**src/sv/sparse_matrix_token_decoder_unit_defines.svh**
```systemverilog
// Assertion macros shared by the sparse matrix token decoder RTL.
// Depends on nothing; files that assert include it by name.
`ifndef SPARSE_MATRIX_TOKEN_DECODER_UNIT_DEFINES_SVH
`define SPARSE_MATRIX_TOKEN_DECODER_UNIT_DEFINES_SVH

// Clocked assertion, quiet while reset is held
`define SMTD_ASSERT(lbl, prop, msg) \
  lbl: assert property (@(posedge clk) disable iff (!rst_n) prop) else $error(msg);

// Clocked assertion that also holds during reset
`define SMTD_ASSERT_ALWAYS(lbl, prop, msg) \
  lbl: assert property (@(posedge clk) prop) else $error(msg);

`endif

```
**src/sv/smtd_pkg.sv**
```systemverilog
// Shared types and constants of the sparse matrix token decoder.
// Depends on nothing.
package smtd_pkg;

  localparam int WIN_BITS = 192;

  typedef enum logic [1:0] {
    IN_DICT_LOAD = 2'd0,
    IN_START     = 2'd1,
    IN_STREAM    = 2'd2,
    IN_UNUSED    = 2'd3
  } in_kind_t;

  // Controller to datapath commands
  typedef struct packed {
    logic load;   // input beat taken
    logic step;   // decode one token
    logic flush;  // hand the pending result over as the last one
  } smtd_cmd_t;

  // Datapath to controller status
  typedef struct packed {
    logic starts;     // beat is a stream word for a live matrix
    logic more;       // at least 16 bytes buffered
    logic emits;      // token at the front yields a result
    logic pend_valid; // a decoded result waits for the output register
    logic out_free;   // output register can take a result this cycle
  } smtd_sts_t;

  // Token length in bytes by token kind
  function automatic logic [3:0] token_len(input logic [2:0] tk);
    logic [3:0] len;
    case (tk)
      3'd0: len = 4'd1;
      3'd1: len = 4'd2;
      3'd2: len = 4'd3;
      3'd3: len = 4'd5;
      3'd4: len = 4'd7;
      3'd5: len = 4'd9;
      3'd6: len = 4'd11;
      default: len = 4'd14;
    endcase
    return len;
  endfunction

endpackage

```
**src/sv/smtd_ctrl.sv**
```systemverilog
// Controller of the sparse matrix token decoder: idle and decode states.
// Depends on smtd_pkg.
module smtd_ctrl
  import smtd_pkg::*;
(
  input  logic      clk,
  input  logic      rst_n,
  input  logic      in_valid,
  output logic      in_ready,
  input  smtd_sts_t sts,
  output smtd_cmd_t cmd
);

  typedef enum logic [1:0] {
    S_IDLE   = 2'b01,
    S_DECODE = 2'b10
  } state_t;

  state_t state_r, state_nxt;

  assign in_ready = (state_r == S_IDLE);

  // Take input beats, sequence token steps and the final hand-over
  always_comb begin
    state_nxt = state_r;
    cmd       = '0;
    unique case (state_r)
      S_IDLE: begin
        if (in_valid) begin
          cmd.load = 1'b1;
          if (sts.starts) state_nxt = S_DECODE;
        end
      end
      S_DECODE: begin
        if (sts.more) begin
          if (!(sts.emits && sts.pend_valid && !sts.out_free)) cmd.step = 1'b1;
        end else if (sts.pend_valid) begin
          if (sts.out_free) begin
            cmd.flush = 1'b1;
            state_nxt = S_IDLE;
          end
        end else begin
          state_nxt = S_IDLE;
        end
      end
      default: state_nxt = S_IDLE;
    endcase
  end

  always_ff @(posedge clk) begin
    if (!rst_n) state_r <= S_IDLE;
    else        state_r <= state_nxt;
  end

endmodule

```
**config.mk**
```make
export PLATFORM = sky130hd
export DESIGN_NAME = smtd_ctrl
export DESIGN_NICKNAME = d
export VERILOG_FILES = /design/src/sv/sparse_matrix_token_decoder_unit_defines.svh /design/src/sv/smtd_pkg.sv /design/src/sv/smtd_ctrl.sv
export SDC_FILE = /design/constraint.sdc
export NUM_CORES = 1
export LEC_CHECK = 0
export BUFFER_PORTS_ARGS = -buffer_cell sky130_fd_sc_hd__clkbuf_2
export CORE_AREA = 2 2 39 41
export CTS_BUF_LIST = sky130_fd_sc_hd__clkbuf_4 sky130_fd_sc_hd__clkbuf_8
export CTS_CLUSTER_DIAMETER = 50
export DETAILED_ROUTE_END_ITERATION = 12
export DIE_AREA = 0 0 41 43
export GPL_ROUTABILITY_DRIVEN = 1
export GPL_TIMING_DRIVEN = 1
export PLACE_DENSITY = 0.33
export SLEW_MARGIN = 10
export SYNTH_ARGS = -nofsm -noshare
export SYNTH_HDL_FRONTEND = slang
export SYNTH_SLANG_ARGS = --single-unit
```
**constraint.sdc**
```tcl
create_clock -name clk -period 1.3 [get_ports clk]
set_clock_uncertainty 0.05 [all_clocks]
set_input_delay 0.065 -clock clk [delete_from_list [all_inputs] [get_ports clk]]
set_output_delay 0.065 -clock clk [all_outputs]
set_load 0.03 [all_outputs]
```
Word-level counts from Yosys, hierarchy flattened. Index checks and enable logic that the tools add are counted.

Output and inout bits: 4. Register bits after elaboration: 2. Word-level logic and storage cells: 25. Input bits: 8.

Eq/ne operators: 6. Reduce and logical (&&, ||, !) cells: 4. Muxes and demuxes: 14.

Operators with widths (count): 2-bit 2-to-1 mux (6); 1-bit 2-to-1 mux (7); 2-bit != test (second input constant) (2); 2-bit case mux with 2 select lines (1); 4-bit AND reduction (1); 3-bit != test (second input constant) (1); 2-bit by 1-bit equality test with 1-bit output (second input constant) (1); 2-bit equality test (second input constant) (1); 1-bit logical AND (2); 2-bit by 1-bit != test with 1-bit output (second input constant) (1); 1-bit zero test (1).

Depth between registers and ports, before layout. Gate-level depths: netlist of the first run.

Depth in word-level cells: 5. Depth in mapped cells: 3. Depth with buffers taken out: 3.

Worst setup path after synthesis of the first run. OpenSTA, ideal clock, no wires.

Path kind: reg2reg. From: reg state_r[1]. To: reg state_r[1]. Period minus slack after synthesis: 1.177 ns. Path slack: 0.123 ns. Buffers on the path: 0. Data arrival time: 1.007 ns. Required time: 1.130 ns. Cell stages (with the launch flop): 4. Setup time: 0.120 ns. Path through: dfxtp_1 and3b_1 and3_1 or2_1.

Word-level cells in the longest chain between the ends: 3.

RTL lines: start, declared (line smtd_ctrl.sv:19) `state_t state_r, state_nxt;`; start signal, assigned (line smtd_ctrl.sv:52) `else state_r <= state_nxt;`; 2-bit equality test or 2-bit by 1-bit equality test with 1-bit output (tied branches) (line smtd_ctrl.sv:27) `unique case (state_r)`; 3-bit != test (no line) (tied with other cells); 4-bit AND reduction (no line).

Parallel ways exist; a longest one is shown, timed or not. A chain may end at the register's enable or synchronous reset.

==> impl_metrics.tcl, run 1 <==
set metrics [dict create \
    status "complete, no violations" \
    synth_cells 13 \
    internal_power_mw 0.184 \
    syn_nets 21 \
    antenna_found_initial 0 \
    cp_data_required_time_ns 1.19 \
    viasPerCell 3.44 \
    worst_pin_slew_ns 0.198 \
    placed_area_um2 188 \
    final_area_um2 226 \
    diodes 0 \
    rsz0062_at_grt "no" \
    criticalPathCategory "register to output pin" \
    grt-ovfl-total 0 \
    fmax_mhz 836 \
    drive_gt1_frac 0.593 \
    finalHoldViolCount 0 \
    final_antenna_net_count 0 \
    hold-path-endpoint "state_r[0]" \
    pwr-share-clk 0.564 \
    start_util 0.0814 \
    cts_buffers 3 \
    path_buf_inv 1 \
    worstRegToRegCells 3 \
    pwr-share-seq 0.277 \
    path_delay_family "simple AND/OR/NAND/NOR gates" \
    ios 12 \
    grt_pass1_vias 169 \
    portBuffers 11 \
    ys_seq_area_frac 0.356 \
    syn-cell-area_um2 113 \
    yosys_warnings 0 \
    utilization 0.164 \
    worstSetupEndpointType "output pin" \
    fin_crit_sh 0.921 \
    regArea_um2 40.0 \
    final_nets 37 \
    power_mw 0.243 \
    regMostFlops "state_r" \
    drtIter0Drc 3 \
    drv_slew 0 \
    grt_pass1_wl_um 669 \
    syn_to_final_growth_pct 101 \
    dieArea_um2 1760 \
    route.detailed.drc 0 \
    synth-seq-cells 2 \
    reg_top3 "state_r (2)" \
    grt_start_max_net_pins 4 \
    multi_input_area_um2 83.8 \
    root_buffer "clkbuf_4" \
    period_minus_slack_ns 1.20 \
    routed_wl_um 426 \
    firstDrtPassIters 3 \
    wl_per_cell_um 9.91 \
    max_slew_margin 0.868 \
    clk_pin_slew_worst_paths_ns 0.03 \
    track_usage 0.0641 \
    peakVddDrop_v 0.000332 \
    h-tree-depth 1 \
    r2r_slack_ns 0.21 \
    hold_class "input port to register" \
    worst_ep_arrival_time_ns 1.08 \
    vias 148 \
    hold_start "sts[4]" \
    fp.dieH_um 43 \
    gp_congestion 0.586 \
    share_comb_of_total_power 0.159 \
    critPathMaxStageDelay_ns 0.34 \
    reg2reg_to "state_r[1]" \
    cts_tree "yes" \
    p_per_area_nw_per_um2 1070 \
    row_count 14 \
    design.core.area_um2 1380 \
    cellLeakagePower_nw 0.122 \
    cts.sinks 2 \
    die_width_um 41 \
    largest_register_ffs 2 \
    cts_buffer_depth 2 \
    maxCapViolCount 0 \
    r2r-start "state_r[1]" \
    swShare 0.244 \
    n_fill_cell 158 \
    worstPathMaxFanout 3 \
    ys_types 10 \
    min_path_cells 3 \
    crit_chain "nor2b_4 -> and4b_1 -> buf_4" \
    syn_area_per_cell_um2 8.66 \
    p_switching_mw 0.0593 \
    crit_path_top_delay_cell "dfxtp_1" \
    clk-insertion-delay-late_ns 0.22 \
    finalSetupViolCount 0 \
    start_kind "register" \
    tns_ns 0 \
]
power groups by stage:
stage | registers [mW] | clock network (mW) | logic [mW]
final | 0.0674 | 0.137 | 0.0386
after global routing | 0.0677 | 0.156 | 0.0418
after CTS | 0.0669 | 0.149 | 0.0376
after detailed placement | 0.0675 | 0 | 0.0372
after global placement | 0.0672 | 0 | 0.0374
after floorplan | 0.0667 | 0 | 0.0196
stage by stage:
step	worst slack [ns]	hold WS, ns	cells
CTS	0.0251	0.0979	43
detailed placement	0.206	0.338	40
global route	0.0145	0.143	43
global placement	0.228	0.345	40
floorplan	0.123	0.224	13
finish	0.103	0.105	43
layout make-up:
cell class | instances | share of cell area
Sequential cell | 2 | 0.177
Tap cell | 16 | 0.0884
Clock buffer | 3 | 0.0994
Multi-Input combinational cell | 11 | 0.370
Timing Repair Buffer | 11 | 0.265
metal layers:
metal | GRT usage | part of all wire
met3 | 0.0576 | 0.19
met1 | 0.0764 | 0.47
met5 | 0 | 0
met4 | 0.0600 | 0
met2 | 0.0625 | 0.33
synth_stat cells:
| cell type | instances | area [µm²] |
|---|---|---|
| nand2_1 | 1 | 3.75 |
| and3_1 | 1 | 6.26 |
| and4b_1 | 1 | 10.0 |
| a21oi_1 | 1 | 5.00 |
| nor2_1 | 1 | 3.75 |
| and3b_1 | 1 | 8.76 |
| or2_1 | 1 | 6.26 |
| dfxtp_1 | 2 | 40.0 |
| nor2b_1 | 3 | 18.8 |
| o211a_1 | 1 | 10.0 |
how the worst max path moves through the flow:
stage                          start         end  slack [ns]  depth (start not counted)
final                     state_r[1]      cmd[0]        0.10                          3
after CTS                 state_r[1]      cmd[1]        0.03                          4
after global placement    state_r[1]  state_r[1]        0.23                          3
after detailed placement  state_r[1]  state_r[1]        0.21                          3
after global routing      state_r[1]      cmd[1]        0.01                          4
after floorplan           state_r[1]  state_r[1]        0.12                          3
timing repair:
action / CTS / global route
gates resized for setup: 3 / 4
setup buffers: 0 / 0
hold buffers: 0 / 0
setup endpoints to repair: 2 / 2
cells in the final DEF, fill, tap and decap left out:
cell / count
o211a_1: 1
or2_1: 1
nor2_1: 1
nor2b_4: 1
and4b_1: 1
nor2b_1: 2
clkbuf_2: 9
buf_4: 2
dfxtp_1: 2
a21oi_2: 1
and3b_1: 1
clkbuf_4: 3
nand2_1: 1
and3_1: 1
logic make-up after synthesis:
family           after synthesis  share of synthesized area
AO/OA/AOI/OAI                  2                      0.133
flip-flops                     2                      0.356
AND/OR/NAND/NOR                9                      0.511
worst register-to-register path, stage by stage, from the launching register on:
cell and delay (ns):
dfxtp_1 0.34, and3b_1 0.19, and3_1 0.19, or2_1 0.20
Note: power is estimated with default switching activity, not from simulation.
==> run 2, diff against run 1 <==
Settings changed: ABC_AREA set to 1, PLACE_DENSITY 0.33 to 0.34.
==> run 2 against run 1 <==
Against the previous run: worst setup slack worse by 0.024 ns; final cell count is 14% higher; non-clock buffer count is 1 higher; highest routed layer unchanged; largest cell class unchanged; global-route usage is 1.1 points lower; critical endpoint unchanged; largest power group unchanged.
==> impl_metrics.tcl, run 2 <==
set metrics [dict create \
    route.detailed.drc 0 \
    tns_ns 0 \
    cts.sinks 2 \
    clk_pin_slew_worst_paths_ns 0.03 \
    maxCapViolCount 0 \
    peakVddDrop_v 0.000408 \
    cts_buffer_depth 2 \
    synth_xor_area_frac 0 \
    drv_slew 0 \
    cp-startpoint "state_r[0]" \
    synthTopCellsByArea "dfxtp_1 (32%), nand2_2 (10%), nand3_2 (8.1%)" \
    r2r-start "state_r[0]" \
    grt_util_met2 0.0344 \
    max_slew_margin 0.858 \
    reg2reg_to "state_r[1]" \
    hold_class "input port to register" \
    design.core.area_um2 1380 \
    synth_top_family_by_area "simple AND/OR/NAND/NOR gates" \
    rsz0062_at_grt "no" \
    crit_chain "nor4_2 -> clkbuf_2" \
    worstRegToRegCells 5 \
    finalHoldViolCount 0 \
    postLayoutSetupSlackWorst_ns 0.0791 \
    post-cts-setup-buffers 0 \
    async_flop_share 0 \
    cellLeakagePower_nw 0.133 \
    grt_start_max_net_pins 6 \
    syn_nets 26 \
    synth_top_area_frac 0.323 \
    final_nets 43 \
    period_minus_slack_ns 1.22 \
    ios 12 \
    final_area_um2 244 \
    placed_area_um2 205 \
    use_met3 0.0785 \
    status "complete, no violations" \
    cts_tree "yes" \
    regMostFlops "state_r" \
    viasPerCell 3.45 \
    fmax_mhz 819 \
    yosysTopAreaCell "dfxtp_1" \
    track_usage 0.0531 \
    synth-seq-cells 2 \
    row_count 14 \
    ys.flop_type "dfxtp_1" \
    largest_register_ffs 2 \
    cp.depth 2 \
    busiest_layer "met3" \
    p_per_area_nw_per_um2 1030 \
    final_cell_mix "clkbuf_2 (10), clkbuf_4 (3)" \
    path_buf_inv 1 \
    routed_wl_um 398 \
    h-tree-depth 1 \
    synth_compound_area_frac 0.0404 \
    portBuffers 11 \
    drtIter0Drc 7 \
    ys_seq_area_frac 0.323 \
    ys_types 12 \
    path_delay_family "flip-flops" \
    use_met1 0.0669 \
    worstSetupEndpointType "output pin" \
    critPathMaxStageDelay_ns 0.35 \
    yosys_warnings 0 \
    worst_ep_arrival_time_ns 1.11 \
    muxShareOfSynthArea 0 \
    worst_pin_slew_ns 0.211 \
    final_common_cell "clkbuf_2" \
    synth-adder-area-share 0 \
    criticalPathCategory "register to output pin" \
    grt_pass1_vias 135 \
    syn-cell-area_um2 124 \
    drive_gt1_frac 0.697 \
    diodes 0 \
    cts_buffers 3 \
    timing.hold.ws_ns 0.139 \
    fin_crit_sh 0.939 \
    power_mw 0.252 \
    wl_per_cell_um 8.12 \
    root_buffer "clkbuf_4" \
    start_util 0.0895 \
    dieArea_um2 1760 \
    cp_data_required_time_ns 1.19 \
    firstDrtPassIters 4 \
    syn_area_per_cell_um2 6.88 \
    vias 169 \
    synth-simple-area-share 0.515 \
    fp.dieH_um 43 \
    crit_path_end "cmd[0]" \
    n_fill_cell 160 \
    worstPathMaxFanout 5 \
    hpwlAfterDp_um 320 \
    clk-insertion-delay-late_ns 0.23 \
    crit_path_top_delay_cell "dfxtp_1" \
    r2r_slack_ns 0.40 \
    grt-ovfl-total 0 \
    final_antenna_net_count 0 \
    synth_cells 18 \
    place_ws_ns 0.282 \
    synth_edf_count 0 \
    syn_to_final_growth_pct 97.0 \
    die_width_um 41 \
    start_kind "register" \
    grt_pass1_wl_um 531 \
    gp_congestion 0.549 \
    finalSetupViolCount 0 \
    antenna_found_initial 0 \
    reg_top3 "state_r (2)" \
]
run 2: repair_timing:
item                                   in CTS  in global routing
endpoints found under the hold margin       2                  0
hold buffers                                1                  0
setup endpoints to repair                   0                  1
gates resized for setup                     0                  4
run 2: report_power, final:
group	internal [mW]	switching [mW]	total, mW	leakage (nW)
combinational	0.0192	0.0274	0.0466	0.103
sequential	0.0648	0.00301	0.0678	0.0164
clock	0.102	0.0358	0.138	0.0138
run 2: per-stage QoR:
stage | util | instances
floorplan | - | 18
global placement | 0.148 | 45
detailed placement | 0.148 | 45
CTS | 0.172 | 49
global route | 0.176 | 49
finish | 0.176 | 49
run 2: worst min-delay path by stage:
stage | from | to | slack (ns) | cells past startpoint
finish | sts[4] | state_r[0] | 0.14 | 4
global route | sts[4] | state_r[0] | 0.16 | 4
CTS | sts[4] | state_r[0] | 0.13 | 4
detailed placement | rst_n | state_r[0] | 0.21 | 2
global placement | rst_n | state_r[0] | 0.21 | 2
floorplan | rst_n | state_r[0] | 0.10 | 1
run 2: cell families after synthesis:
kind of cell,after synthesis
flip-flops,2
AND/OR/NAND/NOR,11
AO/OA/AOI/OAI,1
buffers and inverters,4
run 2: area by class of cell:
class | instances | area, µm² | share of cell area
multi-input combinational | 12 | 78.8 | 0.323
timing repair buffer | 12 | 67.6 | 0.277
sequential | 2 | 40.0 | 0.164
clock buffer | 3 | 22.5 | 0.0923
tap | 16 | 20.0 | 0.0821
inverter | 4 | 15.0 | 0.0615
run 2: routing by layer:
| layer | share of wire | vias to the layer above |
|---|---|---|
| met5 | 0 | - |
| met4 | 0 | 0 |
| met3 | 0.29 | 0 |
| met2 | 0.23 | 19 |
| met1 | 0.48 | 63 |
| li1 | - | 87 |
run 2: worst register-to-register path: cells and delay by family, from the launching register on:
family,cells,cell delay (ns)
flip-flops,1,0.41
AND/OR/NAND/NOR,4,0.32
buffers and inverters,1,0.03
